[src/sv/bdpc_pkg.sv]
package bdpc_pkg;

    // width of the quiet and held counters
    localparam int COUNT_BITS = 16;

    // configuration registers are 16 bits each
    localparam int CFG_BITS = 16;
    localparam int CFG_IDX_BITS = 2;

    // compare width covers both a counter and a register
    localparam int CMP_BITS = (COUNT_BITS > CFG_BITS) ? COUNT_BITS : CFG_BITS;

    localparam logic [COUNT_BITS-1:0] COUNT_MAX = {COUNT_BITS{1'b1}};

    typedef enum logic [2:0] {
        OP_TICK       = 3'd0,
        OP_TAKE_SHORT = 3'd1,
        OP_TAKE_START = 3'd2,
        OP_TAKE_LONG  = 3'd3,
        OP_CLEAR_ALL  = 3'd4
    } op_t;

    typedef enum logic [CFG_IDX_BITS-1:0] {
        CFG_DEBOUNCE  = 2'd0,
        CFG_LONG_START = 2'd1,
        CFG_RELEASE   = 2'd2
    } cfg_idx_t;

    // button pin levels
    localparam logic LEVEL_PRESSED  = 1'b0;
    localparam logic LEVEL_RELEASED = 1'b1;

    // reset values of the registers
    localparam logic [CFG_BITS-1:0] DEBOUNCE_RESET   = 16'd50;
    localparam logic [CFG_BITS-1:0] LONG_START_RESET = 16'd1000;
    localparam logic [CFG_BITS-1:0] RELEASE_RESET    = 16'd1000;

    // saturating increment of a counter
    function automatic logic [COUNT_BITS-1:0] sat_inc(input logic [COUNT_BITS-1:0] v);
        sat_inc = (v == COUNT_MAX) ? COUNT_MAX : v + 1'b1;
    endfunction

endpackage

[src/sv/bdpc_if.sv]
// request channel: one operation per request
interface bdpc_item_if;
    logic       valid;
    logic       ready;
    logic [2:0] operation;
    logic       raw_level;

    modport source (output valid, output operation, output raw_level, input ready);
    modport sink   (input valid, input operation, input raw_level, output ready);
endinterface

// result channel: one result per request
interface bdpc_result_if;
    logic valid;
    logic ready;
    logic accepted_level;
    logic taken_flag;
    logic short_pending;
    logic long_start_pending;
    logic long_release_pending;

    modport source (output valid, output accepted_level, output taken_flag,
                    output short_pending, output long_start_pending,
                    output long_release_pending, input ready);
    modport sink   (input valid, input accepted_level, input taken_flag,
                    input short_pending, input long_start_pending,
                    input long_release_pending, output ready);
endinterface

[src/sv/button_debounce_press_classifier_unit.sv]
// path: a request passes the input register, then the state update into the result register
// throughput: one request per cycle while the result side takes its results, a result register parts the two sides
// rate is set by the single update stage that holds all button state
// reset (rst_n low, asynchronous): levels released, counters and flags zero,
// registers back to 50 / 1000 / 1000, both pipeline stages empty
module button_debounce_press_classifier_unit (
    input  logic                                 clk,
    input  logic                                 rst_n,
    bdpc_item_if.sink                            item,
    bdpc_result_if.source                        result,
    input  logic                                 cfg_write_en,
    input  logic [bdpc_pkg::CFG_IDX_BITS-1:0]    cfg_index,
    input  logic [bdpc_pkg::CFG_BITS-1:0]        cfg_data
);

    localparam int CW = bdpc_pkg::COUNT_BITS;
    localparam int KW = bdpc_pkg::CMP_BITS;

    // configuration registers
    logic [bdpc_pkg::CFG_BITS-1:0] debounce_reg;
    logic [bdpc_pkg::CFG_BITS-1:0] long_start_reg;
    logic [bdpc_pkg::CFG_BITS-1:0] release_reg;

    // input stage
    logic       in_valid_reg;
    logic [2:0] op_reg;
    logic       raw_reg;

    // button state
    logic          latest_reg,     latest_next;
    logic [CW-1:0] quiet_reg,      quiet_next;
    logic          debounced_reg,  debounced_next;
    logic [CW-1:0] held_reg,       held_next;
    logic          short_reg,      short_next;
    logic          start_reg,      start_next;
    logic          start_done_reg, start_done_next;
    logic          long_reg,       long_next;
    logic          taken_next;

    // result stage
    logic out_valid_reg;
    logic taken_reg;
    logic level_out_reg;
    logic short_out_reg;
    logic start_out_reg;
    logic long_out_reg;

    logic advance;
    logic quiet_done;
    logic [CW-1:0] held_inc;

    // the result register frees up when empty or when taken this cycle
    assign advance    = !out_valid_reg || result.ready;
    assign item.ready = !in_valid_reg || advance;

    // configuration writes, unknown index ignored
    always_ff @(posedge clk or negedge rst_n)
    begin
        if (!rst_n)
        begin
            debounce_reg   <= bdpc_pkg::DEBOUNCE_RESET;
            long_start_reg <= bdpc_pkg::LONG_START_RESET;
            release_reg    <= bdpc_pkg::RELEASE_RESET;
        end
        else if (cfg_write_en)
        begin
            unique case (cfg_index)
                bdpc_pkg::CFG_DEBOUNCE:   debounce_reg   <= cfg_data;
                bdpc_pkg::CFG_LONG_START: long_start_reg <= cfg_data;
                bdpc_pkg::CFG_RELEASE:    release_reg    <= cfg_data;
                default: ;
            endcase
        end
    end

    // input register
    always_ff @(posedge clk or negedge rst_n)
    begin
        if (!rst_n)
        begin
            in_valid_reg <= 1'b0;
        end
        else if (item.ready)
        begin
            in_valid_reg <= item.valid;
        end
    end

    always_ff @(posedge clk)
    begin
        if (item.valid && item.ready)
        begin
            op_reg  <= item.operation;
            raw_reg <= item.raw_level;
        end
    end

    // state update for the request held in the input register
    always_comb
    begin
        latest_next     = latest_reg;
        quiet_next      = quiet_reg;
        debounced_next  = debounced_reg;
        held_next       = held_reg;
        short_next      = short_reg;
        start_next      = start_reg;
        start_done_next = start_done_reg;
        long_next       = long_reg;
        taken_next      = 1'b0;
        quiet_done      = 1'b0;

        // held time counts while the debounced level is pressed
        held_inc = (debounced_reg == bdpc_pkg::LEVEL_PRESSED)
                   ? bdpc_pkg::sat_inc(held_reg) : held_reg;

        unique case (op_reg)
            bdpc_pkg::OP_TICK:
            begin
                held_next = held_inc;
                // any change of the raw level restarts the quiet time
                if (raw_reg != latest_reg)
                begin
                    latest_next = raw_reg;
                    quiet_next  = '0;
                end
                else
                begin
                    quiet_next = bdpc_pkg::sat_inc(quiet_reg);
                end

                quiet_done = KW'(quiet_next) > KW'(debounce_reg);

                if (quiet_done)
                begin
                    if (latest_next != debounced_reg)
                    begin
                        debounced_next = latest_next;
                        if (latest_next == bdpc_pkg::LEVEL_PRESSED)
                        begin
                            // new press: restart held time and long start
                            held_next       = '0;
                            start_done_next = 1'b0;
                        end
                        else if (KW'(held_inc) > KW'(release_reg))
                        begin
                            long_next = 1'b1;
                        end
                        else
                        begin
                            short_next = 1'b1;
                        end
                    end
                    else if (debounced_reg == bdpc_pkg::LEVEL_PRESSED)
                    begin
                        // long start fires once per press
                        if (!start_done_reg && KW'(held_inc) >= KW'(long_start_reg))
                        begin
                            start_next      = 1'b1;
                            start_done_next = 1'b1;
                        end
                    end
                end
            end
            bdpc_pkg::OP_TAKE_SHORT:
            begin
                taken_next = short_reg;
                short_next = 1'b0;
            end
            bdpc_pkg::OP_TAKE_START:
            begin
                taken_next = start_reg;
                start_next = 1'b0;
            end
            bdpc_pkg::OP_TAKE_LONG:
            begin
                taken_next = long_reg;
                long_next  = 1'b0;
            end
            bdpc_pkg::OP_CLEAR_ALL:
            begin
                // long start stays marked as done
                short_next = 1'b0;
                start_next = 1'b0;
                long_next  = 1'b0;
            end
            default: ;
        endcase
    end

    // button state and result valid
    always_ff @(posedge clk or negedge rst_n)
    begin
        if (!rst_n)
        begin
            latest_reg     <= bdpc_pkg::LEVEL_RELEASED;
            quiet_reg      <= '0;
            debounced_reg  <= bdpc_pkg::LEVEL_RELEASED;
            held_reg       <= '0;
            short_reg      <= 1'b0;
            start_reg      <= 1'b0;
            start_done_reg <= 1'b0;
            long_reg       <= 1'b0;
            out_valid_reg  <= 1'b0;
        end
        else if (advance)
        begin
            out_valid_reg <= in_valid_reg;
            if (in_valid_reg)
            begin
                latest_reg     <= latest_next;
                quiet_reg      <= quiet_next;
                debounced_reg  <= debounced_next;
                held_reg       <= held_next;
                short_reg      <= short_next;
                start_reg      <= start_next;
                start_done_reg <= start_done_next;
                long_reg       <= long_next;
            end
        end
    end

    // result payload
    always_ff @(posedge clk)
    begin
        if (advance && in_valid_reg)
        begin
            level_out_reg <= debounced_next;
            taken_reg     <= taken_next;
            short_out_reg <= short_next;
            start_out_reg <= start_next;
            long_out_reg  <= long_next;
        end
    end

    assign result.valid                = out_valid_reg;
    assign result.accepted_level       = level_out_reg;
    assign result.taken_flag           = taken_reg;
    assign result.short_pending        = short_out_reg;
    assign result.long_start_pending   = start_out_reg;
    assign result.long_release_pending = long_out_reg;

endmodule

[src/flat_wrapper.sv]
// flat-port wrapper written by rule: the top's interface ports become plain ports
module button_debounce_press_classifier_unit_flat 
  (clk, rst_n, cfg_write_en, cfg_index, cfg_data, item_valid, item_operation, item_raw_level, item_ready, result_valid, result_accepted_level, result_taken_flag, result_short_pending, result_long_start_pending, result_long_release_pending, result_ready);
  bdpc_item_if item_i ();
  bdpc_result_if result_i ();
  input  logic clk;
  input  logic rst_n;
  input  logic cfg_write_en;
  input  logic [bdpc_pkg::CFG_IDX_BITS-1:0] cfg_index;
  input  logic [bdpc_pkg::CFG_BITS-1:0] cfg_data;
  input wire logic [$bits(item_i.valid)-1:0] item_valid;
  input wire logic [$bits(item_i.operation)-1:0] item_operation;
  input wire logic [$bits(item_i.raw_level)-1:0] item_raw_level;
  output wire logic [$bits(item_i.ready)-1:0] item_ready;
  output wire logic [$bits(result_i.valid)-1:0] result_valid;
  output wire logic [$bits(result_i.accepted_level)-1:0] result_accepted_level;
  output wire logic [$bits(result_i.taken_flag)-1:0] result_taken_flag;
  output wire logic [$bits(result_i.short_pending)-1:0] result_short_pending;
  output wire logic [$bits(result_i.long_start_pending)-1:0] result_long_start_pending;
  output wire logic [$bits(result_i.long_release_pending)-1:0] result_long_release_pending;
  input wire logic [$bits(result_i.ready)-1:0] result_ready;
  assign item_i.valid = item_valid;
  assign item_i.operation = item_operation;
  assign item_i.raw_level = item_raw_level;
  assign item_ready = item_i.ready;
  assign result_valid = result_i.valid;
  assign result_accepted_level = result_i.accepted_level;
  assign result_taken_flag = result_i.taken_flag;
  assign result_short_pending = result_i.short_pending;
  assign result_long_start_pending = result_i.long_start_pending;
  assign result_long_release_pending = result_i.long_release_pending;
  assign result_i.ready = result_ready;
  button_debounce_press_classifier_unit u_core (.clk(clk), .rst_n(rst_n), .item(item_i), .result(result_i), .cfg_write_en(cfg_write_en), .cfg_index(cfg_index), .cfg_data(cfg_data));
endmodule
[config.mk]
export PLATFORM = sky130hd
export DESIGN_NAME = button_debounce_press_classifier_unit_flat
export DESIGN_NICKNAME = d
export VERILOG_FILES = /design/src/sv/bdpc_pkg.sv /design/src/sv/bdpc_if.sv /design/src/sv/button_debounce_press_classifier_unit.sv /design/src/flat_wrapper.sv
export SDC_FILE = /design/constraint.sdc
export NUM_CORES = 1
export LEC_CHECK = 0
export ABC_AREA = 1
export BUFFER_PORTS_ARGS = -buffer_cell sky130_fd_sc_hd__buf_2
export CAP_MARGIN = 15
export CORE_ASPECT_RATIO = 0.7
export CORE_UTILIZATION = 62
export CTS_CLUSTER_SIZE = 10
export DETAILED_ROUTE_END_ITERATION = 12
export PLACE_DENSITY = 0.81
export SYNTH_ARGS = -nofsm -noshare
export SYNTH_HDL_FRONTEND = slang
export SYNTH_SLANG_ARGS = --single-unit
[constraint.sdc]
create_clock -name clk -period 3.2 [get_ports clk]
set_input_delay 0.64 -clock clk [delete_from_list [all_inputs] [get_ports clk]]
set_output_delay 0.64 -clock clk [all_outputs]
set_load 0.05 [all_outputs]
# Yosys cells after proc, flatten, opt, wreduce, memory -nomap -nowiden

Index checks and enable logic that the tools add are counted.

$add $sub $neg: 2
$lt $le $gt $ge: 3
Equal/unequal tests: 12
Mux-type cells: 33
Reduce and logical (&&, ||, !) cells: 20

Operators by type and width:

| kind                                                                   | number |
|---|---|
| 16-bit two-way mux                                                     | 8 |
| 16-bit by 1-bit adder with 16-bit output (second input constant)       | 2 |
| 16-bit equality test (second input constant)                           | 2 |
| 16-bit greater-than comparator                                         | 2 |
| 1-bit two-way mux                                                      | 21 |
| 16-bit greater-or-equal comparator                                     | 1 |
| 2-bit AND reduction                                                    | 4 |
| 7-bit AND reduction                                                    | 1 |
| 3-bit by 2-bit equality test with 1-bit output (second input constant) | 2 |
| 1-bit one-hot mux with 2 select lines                                  | 3 |
| 2-bit OR reduction                                                     | 3 |
| 2-bit inequality test (second input constant)                          | 2 |
| 3-bit by 1-bit equality test with 1-bit output (second input constant) | 1 |
| 3-bit equality test (second input constant)                            | 1 |
| 1-bit logical AND                                                      | 3 |
| 1-bit zero test                                                        | 3 |
| 3-bit zero test                                                        | 1 |
| 1-bit one-hot mux with 3 select lines                                  | 1 |
| 3-bit AND reduction                                                    | 1 |
| 2-bit by 1-bit equality test with 1-bit output (second input constant) | 1 |
| 2-bit equality test (second input constant)                            | 1 |
| 2-bit zero test                                                        | 1 |
| 1-bit logical OR                                                       | 2 |
| 1-bit inequality test                                                  | 2 |
| 2-bit nonzero test                                                     | 1 |

Register bits: 97
Output and inout port bits: 7

# Logic depth before layout (Yosys ltp)

Gate-level depths: netlist (run 1).

Depth after elaboration: 10
Depth in mapped cells: 26
Mapped depth without buffers: 26

# Worst setup path before layout (run 1)

No wires, ideal clock.

Path type: flip-flop to flip-flop
From: register u_core.latest_reg
To: register u_core.held_reg[13]
Setup time: 0.132 ns
Data arrival time: 2.679 ns
Required time: 3.068 ns
Path slack: 0.390 ns
Cell stages (with the launch flop): 18
Period minus slack after synthesis: 2.810 ns
Cells stage by stage: dfstp_2 > inv_1 > ha_1 > inv_1 > clkbuf_1 > a21oi_1 > ha_1 > nand2_1 > nor2_1 > nand2_1 > nand2_1 > nand2_1 > a21oi_2 > nand3_1 > nand2_2 > inv_2 > nand2_1 > o21ai_0

Word-level cells in the longest chain between the ends: 6
Elaborated cells on any way between the ends: 10
Classes of those cells: 1 x order compare; 2 x eq/ne; 7 x mux

RTL lines:

| element                                                                | RTL line                                     | text |
|---|---|---|
| start: declaration                                                     | button_debounce_press_classifier_unit.sv:30  | `logic latest_reg, latest_next;` |
| start signal: assignment                                               | button_debounce_press_classifier_unit.sv:195 | `latest_reg <= bdpc_pkg::LEVEL_RELEASED;` |
| start signal: assignment                                               | button_debounce_press_classifier_unit.sv:210 | `latest_reg <= latest_next;` |
| branches (longest 5 deep; another with 16-bit greater-than comparator) | -                                            |  |
| 16-bit two-way mux *                                                   | button_debounce_press_classifier_unit.sv:133 | `if (quiet_done)` |
| end signal: assignment                                                 | button_debounce_press_classifier_unit.sv:213 | `held_reg <= held_next;` |
| end: declaration                                                       | button_debounce_press_classifier_unit.sv:33  | `logic [CW-1:0] held_reg, held_next;` |

Mark *: on every way between the ends. The select of a mux whose other input is x is not followed.
A chain may end at the register's enable or synchronous reset.

# Final worst setup path (run 1)

From: register u_core.quiet_reg[1]
To: register u_core.held_reg[9]

Word-level cells in the longest chain between the ends: 6
Elaborated cells on any way between the ends: 7
Classes of those cells: 1 x add/sub; 1 x order compare; 1 x eq/ne; 4 x mux

RTL lines:

| element                                                                                 | RTL line                                     | text |
|---|---|---|
| start: declaration                                                                      | button_debounce_press_classifier_unit.sv:31  | `logic [CW-1:0] quiet_reg, quiet_next;` |
| start signal: assignment                                                                | button_debounce_press_classifier_unit.sv:211 | `quiet_reg <= quiet_next;` |
| 16-bit by 1-bit adder with 16-bit output / 16-bit equality test (equally long branches) | bdpc_pkg.sv:40                               | `sat_inc = (v == COUNT_MAX) ? COUNT_MAX : v + 1'b1;` |
| 16-bit two-way mux *                                                                    | bdpc_pkg.sv:40                               |  |
| 16-bit two-way mux *                                                                    | button_debounce_press_classifier_unit.sv:121 | `if (raw_reg != latest_reg)` |
| 16-bit two-way mux *                                                                    | button_debounce_press_classifier_unit.sv:116 | `unique case (op_reg)` |
| 16-bit greater-than comparator *                                                        | button_debounce_press_classifier_unit.sv:131 | `quiet_done = KW'(quiet_next) > KW'(debounce_reg);` |
| 16-bit two-way mux *                                                                    | button_debounce_press_classifier_unit.sv:133 |  |

Every way passes the cells marked *; elsewhere a longest branch is shown, timed or not. The select of a mux whose other input is x is not followed.

==> results of run 1 <==
[worst max-delay path, delay by kind of cell, from the launching register on]
| kind | cells | cell delay [ps] |
|---|---|---|
| flip-flops | 1 | 430 |
| adder cells (fa/ha/maj) | 2 | 420 |
| buffers and inverters | 3 | 340 |
| AND/OR/NAND/NOR | 16 | 1380 |
| AO/OA/AOI/OAI | 3 | 460 |
[how the worst max path moves through the flow]
stage | startpoint | endpoint | slack, ps
3_3_place_gp | u_core.quiet_reg[0]$_DFFE_PN0P_ | u_core.held_reg[13]$_DFFE_PN0P_ | 190
3_5_place_dp | u_core.quiet_reg[0]$_DFFE_PN0P_ | u_core.held_reg[2]$_DFFE_PN0P_ | 40
6_report | u_core.quiet_reg[1]$_DFFE_PN0P_ | u_core.held_reg[9]$_DFFE_PN0P_ | 100
4_1_cts | u_core.quiet_reg[0]$_DFFE_PN0P_ | u_core.held_reg[2]$_DFFE_PN0P_ | 6
5_1_grt | u_core.quiet_reg[1]$_DFFE_PN0P_ | u_core.held_reg[9]$_DFFE_PN0P_ | -100
2_1_floorplan | u_core.latest_reg$_DFFE_PN1P_ | u_core.held_reg[13]$_DFFE_PN0P_ | 390
[power by group through the flow]
| stage | logic, uW | clock network, uW | registers, uW |
|---|---|---|---|
| finish | 1930 | 1170 | 1770 |
| global route | 2180 | 1230 | 1800 |
| CTS | 1780 | 1180 | 1750 |
| detailed placement | 1760 | 0 | 1770 |
| global placement | 1640 | 0 | 1750 |
| floorplan | 1270 | 0 | 1740 |
[per-stage QoR]
stage                     util (%)  instances
after floorplan                  -        769
after global placement       68.37        919
after detailed placement     68.37        919
after CTS                    71.91        935
after global routing         74.36        947
final                        74.36        947
[final cells by class]
| class | count | share of cell area [%] |
|---|---|---|
| inverter | 135 | 7.551 |
| clock inverter | 3 | 0.6415 |
| tap | 124 | 2.273 |
| sequential | 97 | 36.58 |
| timing repair buffer | 54 | 4.765 |
| clock buffer | 13 | 4.124 |
| multi-input combinational | 521 | 44.06 |
[routing by layer]
layer | vias up | wire length, um | share of wire [%]
met3 | 42 | 1212 | 8.3
met2 | 246 | 6686 | 46
met1 | 2502 | 6339 | 43
met4 | 0 | 385 | 2.6
met5 | - | 0 | 0
li1 | 2561 | - | -
[layout by cell type (no fill, tap or decap), types with 8 or more instances in the layout]
master | synthesis | final
nand2_1 | 208 | 203
inv_1 | 127 | 126
o21ai_0 | 82 | 79
dfrtp_1 | 71 | 68
ha_1 | 54 | 52
nor2_1 | 42 | 39
buf_2 | 5 | 32
a21oi_1 | 31 | 29
nand3_1 | 29 | 25
buf_4 | 0 | 22
dfstp_2 | 17 | 17
clkbuf_16 | 0 | 10
xor2_1 | 9 | 9
edfxtp_1 | 9 | 9
nand2_2 | 4 | 8
nor3_1 | 9 | 8
[cell families (layout without fill, tap and decap cells)]
family,Yosys count,in the layout
xor+xnor,10,10
flops,97,97
fa+ha+maj,54,54
buf+inv,151,205
compound gates,136,136
simple gates,321,321
[repair_timing]
action	in CTS	in global routing
endpoints found under the setup margin	0	25
resized for setup	0	36
setup buffers	0	12
==> flow_summary.toml, run 1 <==
[power_and_ir_drop]
vdd.ir_drop.worst_mv = 0.4157
switching_power_uw = 1928
leakage_uw = 0.003585
internal-power_uw = 2944
switching_share_pct = 39.57
power_uw = 4871
p_per_area_nw_per_um2 = 713.6
comb_power_share_pct = 39.6
pwr-share-clk_pct = 24.0
p_seq_share_pct = 36.4

[clock_network]
cts_sinks = 97
htree_levels = 3
cts_hold_buf = 0
insertion_delay_ps = 350
cts_buffers = 9
cts_tree = "built"
cts-root-buf = "clkbuf_16"
clockBufferDepth = 2
path_clk_slew_ps = 70

[yosys]
synthesis.instances = 769
synthFlopType = "dfrtp_1"
ys_async_sr_fraction_pct = 90.72
synth-edff-count = 9
synth_fa_ha_area_share_pct = 11.35
yosys_warnings = 0
synth_most_common_cell = "nand2_1"
synth_nets = 850
yosys.area_share.xor_xnor_pct = 1.472
synth_top_cell_by_area = "dfrtp_1"
synth_area_um2 = 5952
synth_compound_area_share_pct = 12.19
synth_top_area_share_pct = 29.85
synthMuxAreaShare_pct = 0
ys_seq_area_share_pct = 41.90
synth_cell_type_count = 40
synth_commonest_cells = "nand2_1, inv_1, o21ai_0"
syn_area_per_cell_um2 = 7.740
synth-simple-area-share_pct = 23.46
synth_area_leaders = "dfrtp_1, nand2_1, ha_1"
synth_seq_cells = 97
synth_top_family_by_area = "simple AND/OR/NAND/NOR gates"

[global_route]
use_met1_pct = 42.00
track_usage_pct = 30.71
met3_usage_pct = 6.899
grt_util_met2_pct = 47.83
grt_max_degree = 48
grt_pass1_vias = 5090
antenna_found_initial = 0
top_usage_layer = "met2"
grt_overflow_total = 0
grt_pass1_wl_um = 24210

[setup_path]
cp_common_cell = "nand2_1"
critPathLaunchType = "register"
critical_path_required_ps = 3470
r2r_slack_ps = 100
critical_path.max_stage_delay_ps = 430
reg2reg_to = "u_core.held_reg[9]$_DFFE_PN0P_"
path_max_fanout = 6
end_kind = "register"
rr_startpoint = "u_core.quiet_reg[1]$_DFFE_PN0P_"
path_cells = "ha_4, nand3_4, nor2_4, nand2_2, nor2_2, nand2_2, nor2_4, nand2_2, inv_4, nor2_1, nand2_1, nand2_1, inv_1, ha_1, nand2_1, nand2_1, nand3_1, nand2_1, a21oi_2, a21oi_4, nand3_2, nand2_4, buf_4, o21ai_0"
worst_path_max_delay_cell = "dfrtp_1"
cp_data_arrival_time_ps = 3370
ff2ff_path_depth = 24
crit_type = "register to register"

[routing]
drtIter0Drc = 697
post_drt_wl_per_cell_um = 15.44
drc = 0
ant_nets = 0
routed_wirelength_um = 14620
drt-pass1-iter-count = 5
route.vias.total = 5351
vias_per_cell = 5.650

[cells_and_area]
final_layout_size_suffix_gt1_share_pct = 17.13
multi_input_area_um2 = 3008
regArea_um2 = 2497
antenna_cells = 0
area_growth_pct = 14.69
fin_nets = 899
fillCellCount = 686
design_area_um2 = 6827

[placement]
hpwl_um = 10220
gp_congestion = 0.9358
pre_cts_ws_ps = 43.94
placed_area_um2 = 6276
portBuffers = 33

[hold_path]
hold_path_class = "input port to asynchronous set/reset pin"

[floorplanning]
die_y_um = 83.98
start_util_pct = 64.84
die_area_um2 = 10000
die_width_um = 119.1
core_um2 = 9180
num_io_pins = 34
num_rows = 29

[sta]
post-route-period-util_pct = 97.01
worst_pin_slew_ps = 981.0
setup_tns_ps = 0
layout_setup_ws_ps = 95.62
setup_viol = 0
finalMaxSlewViolations = 0
finalClockSkew_ps = 5.791
max_freq_ghz = 0.3221
finalHoldViolations = 0
fin_hold_ws_ps = 278.8
period_needed_ps = 3104
slew_headroom_pct = 34.44

[run_status]
outcome = "completed"

[job]
drv_cap = 0
Note: power is estimated with default switching activity, not from simulation.
==> run 2, diff against run 1 <==
Settings changed: ABC_AREA 1 to 0.
==> run 2 against run 1 <==
  * Hold slack better by 57 ps
  * Utilization up 7.6 points
  * The flow now finishes with violations (negative setup slack)
  * Sequential power down 13%
  * Flip-flop and latch count unchanged
  * Worst setup slack worse by 420 ps
  * Critical path type unchanged
  * Sequential share of layout area down 3.4 points
  * Register-to-register slack worse by 420 ps
  * Clock skew up 1.5 ps
  * Highest routed layer unchanged
  * Maximum frequency down 12%
  * Synthesized cell count down 20%
  * Cell count down 9.3%
  * First-iteration DRC count down 16%
==> flow_summary.toml, run 2 <==
[run_status]
outcome = "finished with violations"
violations = "negative setup slack"

[routing]
drc = 0
vias_per_cell = 6.347
drt-pass1-iter-count = 5
routed_wirelength_um = 17330
drtIter0Drc = 582
route.vias.total = 5452
ant_nets = 0
post_drt_wl_per_cell_um = 20.17

[yosys]
synth_area_leaders = "dfrtp_1, ha_1, dfstp_2"
syn_area_per_cell_um2 = 9.680
synth_top_cell_by_area = "dfrtp_1"
synthFlopType = "dfrtp_1"
synth_area_um2 = 5953
synth_most_common_cell = "dfrtp_1"
synth_nets = 696
synth_seq_cells = 97
synth_commonest_cells = "dfrtp_1, ha_1, inv_1"
synthesis.instances = 615
ys_seq_area_share_pct = 41.89
yosys_warnings = 0
synth-edff-count = 9
ys_async_sr_fraction_pct = 90.72
synth_top_area_share_pct = 29.84
synth_cell_type_count = 56

[global_route]
grt_pass1_wl_um = 27010
grt_max_degree = 55
track_usage_pct = 35.09
grt_pass1_vias = 5381
grt_overflow_total = 0
antenna_found_initial = 0

[placement]
hpwl_um = 11540
placed_area_um2 = 6820
pre_cts_ws_ps = -424.9
gp_congestion = 0.9090
portBuffers = 33
dp_cells = 828

[floorplanning]
core_um2 = 9180
num_io_pins = 34
die_area_um2 = 10000
start_util_pct = 64.85
num_rows = 29
die_y_um = 83.99
die_width_um = 119.1

[sta]
period_needed_ps = 3524
layout_setup_ws_ps = -324.3
rsz0062_at_grt = "yes"
post-route-period-util_pct = 110.1
finalMaxSlewViolations = 0
worst_pin_slew_ps = 716.9
setup_viol = 25
slew_headroom_pct = 52.21
finalClockSkew_ps = 7.289
max_freq_ghz = 0.2837
finalHoldViolations = 0

[setup_path]
crit_type = "register to register"
critPathTopFamily = "simple AND/OR/NAND/NOR gates"
worst_path_max_delay_cell = "dfstp_2"
critPathLaunchType = "register"
path_max_fanout = 5
crit_buf_inv = 2
cp_data_arrival_time_ps = 3700
critical_path.max_stage_delay_ps = 560
cp_common_cell = "buf_4"
end_kind = "register"
path_cells = "and4b_2, buf_4, nand3_1, xor2_1, nand2_1, ha_4, and4_4, and2_1, a221o_1, nor3_2, buf_4, or4b_4, o31ai_2"
critical_path_required_ps = 3380

[power_and_ir_drop]
p_per_area_nw_per_um2 = 498.0
switching_share_pct = 32.25
leakage_uw = 0.003606
switching_power_uw = 1208
vdd.ir_drop.worst_mv = 0.3962
internal-power_uw = 2538
p_seq_share_pct = 41.1
comb_power_share_pct = 28.1
pwr-share-clk_pct = 30.8
power_uw = 3746

[clock_network]
cts_buffers = 9
clockBufferDepth = 2
insertion_delay_ps = 350
cts_sinks = 97
cts_hold_buf = 0
cts-root-buf = "clkbuf_16"
path_clk_slew_ps = 70
cts_tree = "built"
htree_levels = 3

[cells_and_area]
fillCellCount = 504
final_common_cell = "buf_4"
final_cell_mix = "buf_4, dfrtp_1, inv_1, a21oi_1, ha_1"
area_growth_pct = 26.33
final_layout_size_suffix_gt1_share_pct = 34.42
post-route-util_pct = 81.93
fin_cells = 859
fin_nets = 811
antenna_cells = 0
multi_input_area_um2 = 3451
regArea_um2 = 2495
design_area_um2 = 7521

[hold_path]
hold_path_class = "input port to asynchronous set/reset pin"

[job]
drv_cap = 0
run 2: path summary, 6_finish.rpt:
kind | startpoint | to | cells past startpoint | slack, ps
max | u_core.debounced_reg$_DFFE_PN1P_ | u_core.result.long_start_pending$_DFFE_PP_ | 13 | -320
min | rst_n | u_core.in_valid_reg$_DFFE_PN0N_ | 1 | 340
max reg2reg | u_core.debounced_reg$_DFFE_PN1P_ | u_core.result.long_start_pending$_DFFE_PP_ | 13 | -320
min reg2reg | u_core.long_start_reg[10]$_DFFE_PN0P_ | u_core.long_start_reg[10]$_DFFE_PN0P_ | 1 | 510
max in group asynchronous | rst_n | u_core.release_reg[6]$_DFFE_PN1P_ | 2 | 2070
min in group clk | item_raw_level | u_core.raw_reg$_DFFE_PP_ | 1 | 460
run 2: logic make-up (layout without fill, tap and decap cells):
kind of cell,count (synthesis),count (layout),synth area share [%]
adders and majority gates,54,54,11.35
DFF,97,97,41.89
xor gates and xnor gates,22,22,3.237
buffers and inverters,75,195,4.939
AOI/OAI and AO/OA,144,144,15.34
muxes,38,38,7.125
and+or+nand+nor,185,185,16.12
run 2: stage by stage:
stage / TNS (ps) / hold slack [ps]
2_1_floorplan: 0 / 344.4
3_5_place_dp: -6045 / 493.4
4_1_cts: -3491 / 365.8
3_3_place_gp: -2760 / 482.1
6_report: -4553 / 335.4
5_1_grt: -6798 / 378.2
run 2: power groups by stage:
| stage | Clock [uW] | Combinational, uW | Sequential (uW) |
|---|---|---|---|
| finish | 1150 | 1050 | 1540 |
| global route | 1200 | 1140 | 1550 |
| CTS | 1140 | 961 | 1530 |
| detailed placement | 0 | 869 | 1550 |
| global placement | 0 | 814 | 1530 |
| floorplan | 0 | 544 | 1540 |
run 2: final cells by class:
class | instances | area share (%)
multi-input cells | 443 | 45.88
well taps | 124 | 2.063
clock buffers | 10 | 3.178
flip-flops and latches | 97 | 33.17
clock inverters | 6 | 0.9649
repair buffers | 127 | 12.14
inverters | 52 | 2.595
run 2: layer usage:
metal | wire, um | vias up | GRT usage, %
met1 | 7170 | 2662 | 46.84
met5 | 0 | - | 0
met2 | 8261 | 313 | 56.24
met4 | 443 | 0 | 12.89
li1 | - | 2421 | -
met3 | 1452 | 56 | 7.650
run 2: repair_timing:
item | CTS | global route
pin swaps | 26 | 19
setup endpoints to repair | 25 | 25
buffers inserted | 9 | 7
resized for setup | 37 | 24
